===== src/hdl/efc_pkg.sv =====
`default_nettype none
package efc_pkg;

    localparam int DEFAULT_MAX_FRAME_BYTES = 2047;
    localparam int DEFAULT_QUEUE_DEPTH     = 2;

    localparam int MAC_W        = 48;
    localparam int IP_W         = 32;
    localparam int CFG_INDEX_W  = 2;
    localparam int OFFSET_W     = 7;
    localparam int OUT_LEN_W    = 11;
    localparam int OUT_TDATA_W  = 24;
    localparam int IN_TDATA_W   = 8;

    localparam logic [CFG_INDEX_W-1:0] REG_STATION_MAC = 2'd0;
    localparam logic [CFG_INDEX_W-1:0] REG_STATION_IP  = 2'd1;

    localparam logic [15:0] ETHERTYPE_IPV4 = 16'h0800;
    localparam logic [15:0] ETHERTYPE_ARP  = 16'h0806;
    localparam logic [7:0]  PROTO_TCP      = 8'd6;

    localparam int MAC_BYTES    = 6;
    localparam int ETH_HDR_LEN  = 14;
    localparam int IPV4_MIN_HDR = 20;
    localparam int POS_ETYPE_HI = 12;
    localparam int POS_ETYPE_LO = 13;
    localparam int POS_IHL      = 14;
    localparam int POS_PROTO    = 23;
    localparam int POS_DIP_FIRST = 30;
    localparam int POS_DIP_LAST  = 33;

    typedef struct packed {
        logic        mac_equal;
        logic [15:0] ether_type;
        logic [3:0]  header_words;
        logic [7:0]  protocol;
        logic        dest_ip_equal;
    } efc_summary_t;

endpackage
`default_nettype wire


===== src/hdl/efc_front.sv =====
`default_nettype none
module efc_front #(
    parameter int MAX_FRAME_BYTES = efc_pkg::DEFAULT_MAX_FRAME_BYTES,
    parameter int LEN_W           = $clog2(MAX_FRAME_BYTES + 1)
) (
    input  wire logic                          aclk,
    input  wire logic                          aresetn,
    input  wire logic                          cfg_wr_en,
    input  wire logic [efc_pkg::CFG_INDEX_W-1:0] cfg_index,
    input  wire logic [efc_pkg::MAC_W-1:0]     cfg_wdata,
    input  wire logic                          byte_valid,
    input  wire logic [7:0]                    frame_byte,
    input  wire logic                          last_byte,
    output logic                               rec_push,
    output logic [LEN_W-1:0]                   rec_len,
    output efc_pkg::efc_summary_t              rec_summary
);
    import efc_pkg::*;

    localparam efc_summary_t SUM_CLEAR = '{
        mac_equal:     1'b1,
        ether_type:    16'h0000,
        header_words:  4'h0,
        protocol:      8'h00,
        dest_ip_equal: 1'b1
    };

    logic [MAC_W-1:0] mac_reg;
    logic [IP_W-1:0]  ip_reg;

    logic [LEN_W-1:0] count_reg, count_next, count_upd;
    efc_summary_t     sum_reg, sum_next, sum_upd;
    logic [7:0]       mac_want, ip_want;

    always_comb begin
        unique case (count_reg[2:0])
            3'd0:    mac_want = mac_reg[47:40];
            3'd1:    mac_want = mac_reg[39:32];
            3'd2:    mac_want = mac_reg[31:24];
            3'd3:    mac_want = mac_reg[23:16];
            3'd4:    mac_want = mac_reg[15:8];
            3'd5:    mac_want = mac_reg[7:0];
            default: mac_want = 8'h00;
        endcase
        unique case (count_reg[1:0])
            2'b10:   ip_want = ip_reg[31:24];
            2'b11:   ip_want = ip_reg[23:16];
            2'b00:   ip_want = ip_reg[15:8];
            2'b01:   ip_want = ip_reg[7:0];
            default: ip_want = 8'h00;
        endcase
    end

    always_comb begin
        sum_upd   = sum_reg;
        count_upd = count_reg;
        if (count_reg < LEN_W'(MAC_BYTES)) begin
            if (frame_byte != mac_want) begin
                sum_upd.mac_equal = 1'b0;
            end
        end else if (count_reg == LEN_W'(POS_ETYPE_HI)) begin
            sum_upd.ether_type[15:8] = frame_byte;
        end else if (count_reg == LEN_W'(POS_ETYPE_LO)) begin
            sum_upd.ether_type[7:0] = frame_byte;
        end else if (count_reg == LEN_W'(POS_IHL)) begin
            sum_upd.header_words = frame_byte[3:0];
        end else if (count_reg == LEN_W'(POS_PROTO)) begin
            sum_upd.protocol = frame_byte;
        end else if (count_reg >= LEN_W'(POS_DIP_FIRST) &&
                     count_reg <= LEN_W'(POS_DIP_LAST)) begin
            if (frame_byte != ip_want) begin
                sum_upd.dest_ip_equal = 1'b0;
            end
        end
        if (count_reg < LEN_W'(MAX_FRAME_BYTES)) begin
            count_upd = count_reg + LEN_W'(1);
        end
    end

    always_comb begin
        count_next = count_reg;
        sum_next   = sum_reg;
        if (byte_valid) begin
            if (last_byte) begin
                count_next = '0;
                sum_next   = SUM_CLEAR;
            end else begin
                count_next = count_upd;
                sum_next   = sum_upd;
            end
        end
    end

    assign rec_push    = byte_valid && last_byte;
    assign rec_len     = count_upd;
    assign rec_summary = sum_upd;

    always_ff @(posedge aclk) begin
        if (!aresetn) begin
            mac_reg   <= '0;
            ip_reg    <= '0;
            count_reg <= '0;
            sum_reg   <= SUM_CLEAR;
        end else begin
            count_reg <= count_next;
            sum_reg   <= sum_next;
            if (cfg_wr_en && cfg_index == REG_STATION_MAC) begin
                mac_reg <= cfg_wdata;
            end
            if (cfg_wr_en && cfg_index == REG_STATION_IP) begin
                ip_reg <= cfg_wdata[IP_W-1:0];
            end
        end
    end

endmodule
`default_nettype wire


===== src/hdl/efc_queue.sv =====
`default_nettype none
module efc_queue #(
    parameter int WIDTH = 8,
    parameter int DEPTH = efc_pkg::DEFAULT_QUEUE_DEPTH
) (
    input  wire logic             aclk,
    input  wire logic             aresetn,
    input  wire logic             push,
    input  wire logic [WIDTH-1:0] push_data,
    output logic                  full,
    input  wire logic             pop,
    output logic                  not_empty,
    output logic [WIDTH-1:0]      head_data
);
    localparam int PTR_W = (DEPTH > 1) ? $clog2(DEPTH) : 1;
    localparam int CNT_W = $clog2(DEPTH + 1);

    logic [WIDTH-1:0] entry_reg [DEPTH];
    logic [PTR_W-1:0] wr_ptr_reg, rd_ptr_reg;
    logic [CNT_W-1:0] fill_reg;
    logic             do_push, do_pop;

    assign full      = (fill_reg == CNT_W'(DEPTH));
    assign not_empty = (fill_reg != '0);
    assign head_data = entry_reg[rd_ptr_reg];
    assign do_push   = push && !full;
    assign do_pop    = pop && not_empty;

    always_ff @(posedge aclk) begin
        if (do_push) begin
            entry_reg[wr_ptr_reg] <= push_data;
        end
    end

    always_ff @(posedge aclk) begin
        if (!aresetn) begin
            wr_ptr_reg <= '0;
            rd_ptr_reg <= '0;
            fill_reg   <= '0;
        end else begin
            if (do_push) begin
                wr_ptr_reg <= (wr_ptr_reg == PTR_W'(DEPTH - 1)) ? '0 : wr_ptr_reg + PTR_W'(1);
            end
            if (do_pop) begin
                rd_ptr_reg <= (rd_ptr_reg == PTR_W'(DEPTH - 1)) ? '0 : rd_ptr_reg + PTR_W'(1);
            end
            if (do_push && !do_pop) begin
                fill_reg <= fill_reg + CNT_W'(1);
            end else if (do_pop && !do_push) begin
                fill_reg <= fill_reg - CNT_W'(1);
            end
        end
    end

endmodule
`default_nettype wire


===== src/hdl/efc_back.sv =====
`default_nettype none
module efc_back #(
    parameter int LEN_W = 11
) (
    input  wire logic                         aclk,
    input  wire logic                         aresetn,
    input  wire logic                         rec_valid,
    input  wire logic [LEN_W-1:0]             rec_len,
    input  wire efc_pkg::efc_summary_t        rec_summary,
    output logic                              rec_pop,
    output logic                              m_tvalid,
    input  wire logic                         m_tready,
    output logic [efc_pkg::OUT_TDATA_W-1:0]   m_tdata
);
    import efc_pkg::*;

    logic                     valid_reg;
    logic                     link_hit, ipv4_hit, arp_hit, tcp_hit;
    logic [5:0]               hdr_bytes;
    logic [OFFSET_W-1:0]      offset;
    logic [LEN_W+OUT_LEN_W-1:0] len_ext;
    logic [OUT_TDATA_W-1:0]   data_reg, data_next;

    assign hdr_bytes = {rec_summary.header_words, 2'b00};
    assign len_ext   = {{OUT_LEN_W{1'b0}}, rec_len};

    always_comb begin
        link_hit = (rec_len >= LEN_W'(MAC_BYTES)) && rec_summary.mac_equal;
        arp_hit  = link_hit && (rec_summary.ether_type == ETHERTYPE_ARP) &&
                   (rec_len >= LEN_W'(ETH_HDR_LEN));
        ipv4_hit = link_hit && (rec_summary.ether_type == ETHERTYPE_IPV4) &&
                   (rec_len >= LEN_W'(ETH_HDR_LEN + IPV4_MIN_HDR)) &&
                   rec_summary.dest_ip_equal;
        tcp_hit  = ipv4_hit && (rec_summary.protocol == PROTO_TCP) &&
                   (len_ext >= (LEN_W + OUT_LEN_W)'(ETH_HDR_LEN) +
                               (LEN_W + OUT_LEN_W)'(hdr_bytes));
        offset   = tcp_hit ? OFFSET_W'(ETH_HDR_LEN) + OFFSET_W'(hdr_bytes) : '0;
        data_next = {2'b00, len_ext[OUT_LEN_W-1:0], offset,
                     tcp_hit, arp_hit, ipv4_hit, link_hit};
    end

    assign rec_pop  = rec_valid && (!valid_reg || m_tready);
    assign m_tvalid = valid_reg;
    assign m_tdata  = data_reg;

    always_ff @(posedge aclk) begin
        if (rec_pop) begin
            data_reg <= data_next;
        end
    end

    always_ff @(posedge aclk) begin
        if (!aresetn) begin
            valid_reg <= 1'b0;
        end else if (rec_pop) begin
            valid_reg <= 1'b1;
        end else if (m_tready) begin
            valid_reg <= 1'b0;
        end
    end

endmodule
`default_nettype wire


===== src/hdl/ethernet_ipv4_frame_classifier.sv =====
// Channel   Direction  Ports                       Content
// s_        in         s_tvalid s_tready s_tdata   frame byte [7:0], last byte on s_tlast
// m_        out        m_tvalid m_tready m_tdata   one classification per frame
// cfg_      in         cfg_wr_en cfg_index cfg_wdata  station MAC (0), station IP (1)
//
// One byte transaction is taken every cycle while the queue is not full; the parser
// only updates a counter and flags. A result is queued, then held in the output register.
// Reset is synchronous and active low; it clears the frame state and both station registers.
// Results wait in a two-entry queue, so input stalls only when the queue is full.
`default_nettype none
module ethernet_ipv4_frame_classifier #(
    parameter int MAX_FRAME_BYTES = efc_pkg::DEFAULT_MAX_FRAME_BYTES,
    parameter int QUEUE_DEPTH     = efc_pkg::DEFAULT_QUEUE_DEPTH
) (
    input  wire logic                              aclk,
    input  wire logic                              aresetn,
    input  wire logic                              cfg_wr_en,
    input  wire logic [efc_pkg::CFG_INDEX_W-1:0]   cfg_index,
    input  wire logic [efc_pkg::MAC_W-1:0]         cfg_wdata,
    input  wire logic                              s_tvalid,
    output logic                                   s_tready,
    input  wire logic [efc_pkg::IN_TDATA_W-1:0]    s_tdata,   // frame_byte [7:0]
    input  wire logic                              s_tlast,   // last_byte
    output logic                                   m_tvalid,
    input  wire logic                              m_tready,
    // link_hit [0], ipv4_hit [1], arp_hit [2], tcp_hit [3], transport_offset [10:4],
    // frame_length [21:11], zero [23:22]
    output logic [efc_pkg::OUT_TDATA_W-1:0]        m_tdata
);
    import efc_pkg::*;

    localparam int LEN_W = $clog2(MAX_FRAME_BYTES + 1);
    localparam int REC_W = LEN_W + $bits(efc_summary_t);

    logic             q_full, q_valid, rec_push, rec_pop;
    logic [LEN_W-1:0] rec_len, head_len;
    efc_summary_t     rec_summary, head_summary;
    logic [REC_W-1:0] head_data;

    assign s_tready = !q_full;

    efc_front #(
        .MAX_FRAME_BYTES (MAX_FRAME_BYTES),
        .LEN_W           (LEN_W)
    ) u_front (
        .aclk        (aclk),
        .aresetn     (aresetn),
        .cfg_wr_en   (cfg_wr_en),
        .cfg_index   (cfg_index),
        .cfg_wdata   (cfg_wdata),
        .byte_valid  (s_tvalid && s_tready),
        .frame_byte  (s_tdata),
        .last_byte   (s_tlast),
        .rec_push    (rec_push),
        .rec_len     (rec_len),
        .rec_summary (rec_summary)
    );

    efc_queue #(
        .WIDTH (REC_W),
        .DEPTH (QUEUE_DEPTH)
    ) u_queue (
        .aclk      (aclk),
        .aresetn   (aresetn),
        .push      (rec_push),
        .push_data ({rec_len, rec_summary}),
        .full      (q_full),
        .pop       (rec_pop),
        .not_empty (q_valid),
        .head_data (head_data)
    );

    assign head_len     = head_data[REC_W-1 -: LEN_W];
    assign head_summary = head_data[$bits(efc_summary_t)-1:0];

    efc_back #(
        .LEN_W (LEN_W)
    ) u_back (
        .aclk        (aclk),
        .aresetn     (aresetn),
        .rec_valid   (q_valid),
        .rec_len     (head_len),
        .rec_summary (head_summary),
        .rec_pop     (rec_pop),
        .m_tvalid    (m_tvalid),
        .m_tready    (m_tready),
        .m_tdata     (m_tdata)
    );

endmodule
`default_nettype wire


===== config.mk =====
export PLATFORM = sky130hd
export DESIGN_NAME = ethernet_ipv4_frame_classifier
export DESIGN_NICKNAME = d
export VERILOG_FILES = /design/src/hdl/efc_pkg.sv /design/src/hdl/efc_front.sv /design/src/hdl/efc_queue.sv /design/src/hdl/efc_back.sv /design/src/hdl/ethernet_ipv4_frame_classifier.sv
export SDC_FILE = /design/constraint.sdc
export NUM_CORES = 1
export LEC_CHECK = 0
export ABC_AREA = 0
export BUFFER_PORTS_ARGS = -buffer_cell sky130_fd_sc_hd__buf_2
export CAP_MARGIN = 20
export CORE_AREA = 2 2 152 154
export CTS_CLUSTER_SIZE = 25
export DETAILED_ROUTE_END_ITERATION = 10
export DIE_AREA = 0 0 154 156
export HOLD_SLACK_MARGIN = 0.03
export PLACE_DENSITY = 0.67
export SLEW_MARGIN = 20
export SYNTH_ARGS = -nofsm -noshare
export SYNTH_HDL_FRONTEND = slang
export SYNTH_SLANG_ARGS = --single-unit
export TNS_END_PERCENT = 5

===== constraint.sdc =====
create_clock -name aclk -period 5.75 [get_ports aclk]
set_input_delay 1.15 -clock aclk [delete_from_list [all_inputs] [get_ports aclk]]
set_output_delay 1.15 -clock aclk [all_outputs]
set_load 0.01 [all_outputs]

==> flow_metrics.py <==
metrics = {
    "clock_network": {
        "clockBufferDepth": 3,
        "cts_hold_buffers": 0,
        "clockRootBuffer": "clkbuf_16",
        "clk_latency_ns": 0.51,
        "cts_tree": "built",
        "cts_resized": 0,
        "htree_levels": 1,
        "clkSinkCount": 230,
        "path_clk_slew_ns": 0.06,
        "postCtsSetupBuffers": 0,
        "cts_made_buffers": 24,
    },
    "sta": {
        "maxSlewHeadroom_pct": 24.31,
        "rsz0062_at_grt": "no",
        "fin_crit_ns": 3.154,
        "fin_ws_ns": 2.596,
        "hold_viol": 0,
        "final_max_slew_viol_count": 0,
        "final.setup.tns_ns": 0,
        "fin_crit_sh_pct": 54.86,
        "worst_pin_slew_ns": 1.135,
        "fmax_mhz": 317.0,
        "finalSetupViolations": 0,
        "fin_hold_ws_ns": 0.4652,
        "finalClockSkew_ns": 0.01115,
    },
    "power_and_ir_drop": {
        "p_clk_share_pct": 38.7,
        "intPower_uw": 3037,
        "seqPwrFrac_pct": 46.7,
        "switching_share_pct": 25.59,
        "p_comb_share_pct": 14.6,
        "p_leak_uw": 0.003955,
        "power_density_nw_per_um2": 357.7,
        "p_sw_uw": 1045,
        "vdd_drop_max_uv": 180.0,
    },
    "grt": {
        "met1_usage_pct": 24.39,
        "grt_use_met3_pct": 3.167,
        "grt_antenna_before_repair": 0,
        "grt_max_degree": 92,
        "grt.overflow.total": 0,
        "top_usage_layer": "met2",
        "track_usage_pct": 18.91,
        "grt_pass1_wl_um": 36440,
        "met2_usage_pct": 32.69,
        "grt_pass1_vias": 6886,
    },
    "worst_setup_path": {
        "cp.buffers_inverters": 2,
        "cp.arrival_ns": 3.48,
        "worstPathRequired_ns": 6.08,
        "critPathSlowestCell": "dfxtp_1",
        "critPathMaxFanout": 21,
        "rr_startpoint": "u_front.count_reg[2]",
        "criticalPathCategory": "flop to flop",
        "crit_cells": 9,
        "endpoint_kind": "flop",
        "rrSetupSlack_ns": 2.60,
        "reg2regPathDepth": 9,
        "cpPeakStageDelay_ns": 0.69,
        "crit_family": "flip-flops",
        "rr_endpoint": "u_queue.entry_reg[0][29]",
        "setup.worst_path.start": "u_front.count_reg[2]",
        "worst_setup_path_start_kind": "flop",
        "cp_cell_sequence": "buf_4 > inv_1 > ha_1 > a32oi_1 > o221ai_1 > xnor2_1 > nand4_1 > or4_1 > a21boi_0",
        "crit_end": "u_queue.entry_reg[0][29]",
    },
    "die": {
        "die_w_um": 154,
        "ios": 90,
        "rows": 55,
        "dieArea_um2": 24020,
        "core_area_um2": 22370,
        "start_util_pct": 44.55,
        "die_h_um": 156,
    },
    "detailed_routing": {
        "ant_nets": 0,
        "vias": 7023,
        "dr.first_iter.drc_count": 463,
        "drt-pass1-iter-count": 6,
        "vias_per_cell": 5.482,
        "routedWlPerCell_um": 17.98,
        "drc_errors": 0,
        "wl_um": 23030,
    },
    "layout": {
        "syn2layout_area_growth_pct": 14.50,
        "drive_gt1_share_pct": 18.78,
        "n_antenna_cell": 0,
        "num-nets-final": 1055,
        "largest_reg_flops": 82,
    },
    "synth": {
        "async_reset_ff_share_pct": 0,
        "syn-cell-area_um2": 9965,
        "synth_edf_count": 103,
        "synth-main-ff-cell": "dfxtp_1",
        "ys.warnings.count": 0,
        "ys_ff_latch": 230,
        "avgSynthCellArea_um2": 10.80,
        "ys_types": 63,
        "ys_seq_area_share_pct": 56.55,
        "synthCells": 923,
    },
    "placed_design": {
        "place_hpwl_um": 15710,
        "place_ws_ns": 2.530,
        "port_buffers": 86,
        "gp_routability_congestion": 0.8054,
    },
    "hold_path": {
        "hold_path_class": "flop to flop",
        "min_path_cells": 2,
    },
    "run": {
        "maxCapViolCount": 0,
    },
    "outcome": {
        "status": "finished, final reports clean",
    },
}
==> logic make-up after synthesis <==
logic type	count (synthesis)	share of synthesized area [%]
xor gates and xnor gates	24	2.109
adders and majority gates	13	1.632
DFF	230	56.55
buffers and inverters	84	3.327
and+or+nand+nor	311	14.58
other	1	0.03763
AOI/OAI and AO/OA	202	15.42
muxes	58	6.341
==> per-stage QoR <==
| stage | cell area [um^2] | power [uW] | instances | utilization, % |
|---|---|---|---|---|
| 2_1_floorplan | 9972 | 2331 | 925 | - |
| 3_3_place_gp | 10560 | 2516 | 1236 | 47.23 |
| 3_5_place_dp | 10590 | 2535 | 1237 | 47.36 |
| 4_1_cts | 11400 | 4109 | 1281 | 50.99 |
| 5_1_grt | 11410 | 4256 | 1281 | 51.02 |
| 6_report | 11410 | 4081 | 1281 | 51.02 |
==> power groups by stage <==
stage	registers (uW)	logic, uW	clock network (uW)
2_1_floorplan	1970	365	0
3_3_place_gp	1940	575	0
5_1_grt	1920	660	1680
3_5_place_dp	1940	592	0
4_1_cts	1910	597	1600
6_report	1910	594	1580
==> area by class of cell <==
cell class | count | area [um^2]
clock buffer | 31 | 668.1
clock inverter | 13 | 145.1
fill | 1958 | 10960
inverter | 17 | 63.81
multi-input combinational | 611 | 4028
sequential | 230 | 5635
tap | 285 | 356.6
timing repair buffer | 94 | 513.0
==> cells in the mapped netlist (2+ instances only) <==
library cell / count / area, um^2
and3b_1: 2 / 17.52
inv_1: 16 / 60.06
a21o_1: 3 / 22.52
a222oi_1: 11 / 110.1
and4_1: 2 / 17.52
o21ai_0: 8 / 40.04
buf_1: 7 / 26.28
a32oi_1: 6 / 52.55
nand2_2: 2 / 12.51
nor2b_1: 25 / 156.4
buf_2: 4 / 20.02
mux2i_1: 17 / 170.2
nor4b_1: 2 / 17.52
nor2_1: 22 / 82.58
edfxtp_1: 103 / 3093
a22oi_1: 28 / 210.2
a211oi_1: 3 / 22.52
nor3_1: 14 / 70.07
and2_1: 8 / 50.05
a21oi_1: 11 / 55.05
o221ai_1: 5 / 43.79
dfxtp_1: 127 / 2542
ha_1: 13 / 162.7
nor4_1: 6 / 37.54
xnor2_1: 18 / 157.7
a32o_1: 11 / 110.1
o211ai_1: 2 / 15.01
or4_1: 3 / 22.52
nand3_1: 6 / 30.03
xor2_1: 6 / 52.55
a31oi_1: 8 / 50.05
nand4_1: 6 / 37.54
or4_4: 2 / 22.52
o2111ai_1: 2 / 17.52
and3_1: 4 / 25.02
o22ai_1: 9 / 56.30
clkbuf_1: 53 / 198.9
nand2b_1: 3 / 18.77
buf_4: 3 / 22.52
nand2_1: 193 / 724.4
mux2_2: 41 / 461.7
a21boi_0: 87 / 653.1
==> worst reg2reg max path, delay by kind of cell, from the launching register on <==
family | cells | cell delay (ns)
XOR/XNOR | 1 | 0.17
flip-flops | 1 | 0.69
buffers and inverters | 2 | 0.48
AO/OA/AOI/OAI | 3 | 0.62
adder cells (fa/ha/maj) | 1 | 0.33
AND/OR/NAND/NOR | 2 | 0.69
==> worst min-delay path by stage <==
stage / startpoint / end / slack [ns]
after global placement: u_front.sum_reg[0] / u_front.sum_reg[0] / 0.43
final: u_front.mac_reg[28] / u_front.mac_reg[28] / 0.47
after global routing: u_front.sum_reg[14] / u_front.sum_reg[14] / 0.49
after floorplan: u_front.sum_reg[0] / u_front.sum_reg[0] / 0.42
after detailed placement: u_front.sum_reg[13] / u_front.sum_reg[13] / 0.45
after CTS: u_front.sum_reg[13] / u_front.sum_reg[13] / 0.46
==> layer usage <==
layer	vias to the layer above	share of wire (%)	wire, um
li1	3439	-	-
met1	3368	45	10360
met2	180	48	11010
met3	36	4.8	1106
met4	0	2.4	559
met5	-	0	0
==> cells in the final DEF, fill, tap and decap left out, types with 13 or more instances in the layout <==
cell | synthesis | routed
nand2_1 | 193 | 193
dfxtp_1 | 127 | 127
edfxtp_1 | 103 | 103
a21boi_0 | 87 | 87
buf_2 | 4 | 85
mux2_2 | 41 | 41
a22oi_1 | 28 | 28
nor2b_1 | 25 | 25
clkbuf_16 | 0 | 25
nor2_1 | 22 | 20
xnor2_1 | 18 | 18
mux2i_1 | 17 | 17
inv_1 | 16 | 16
nor3_1 | 14 | 14
ha_1 | 13 | 13
(Power assumes the default switching activity.)
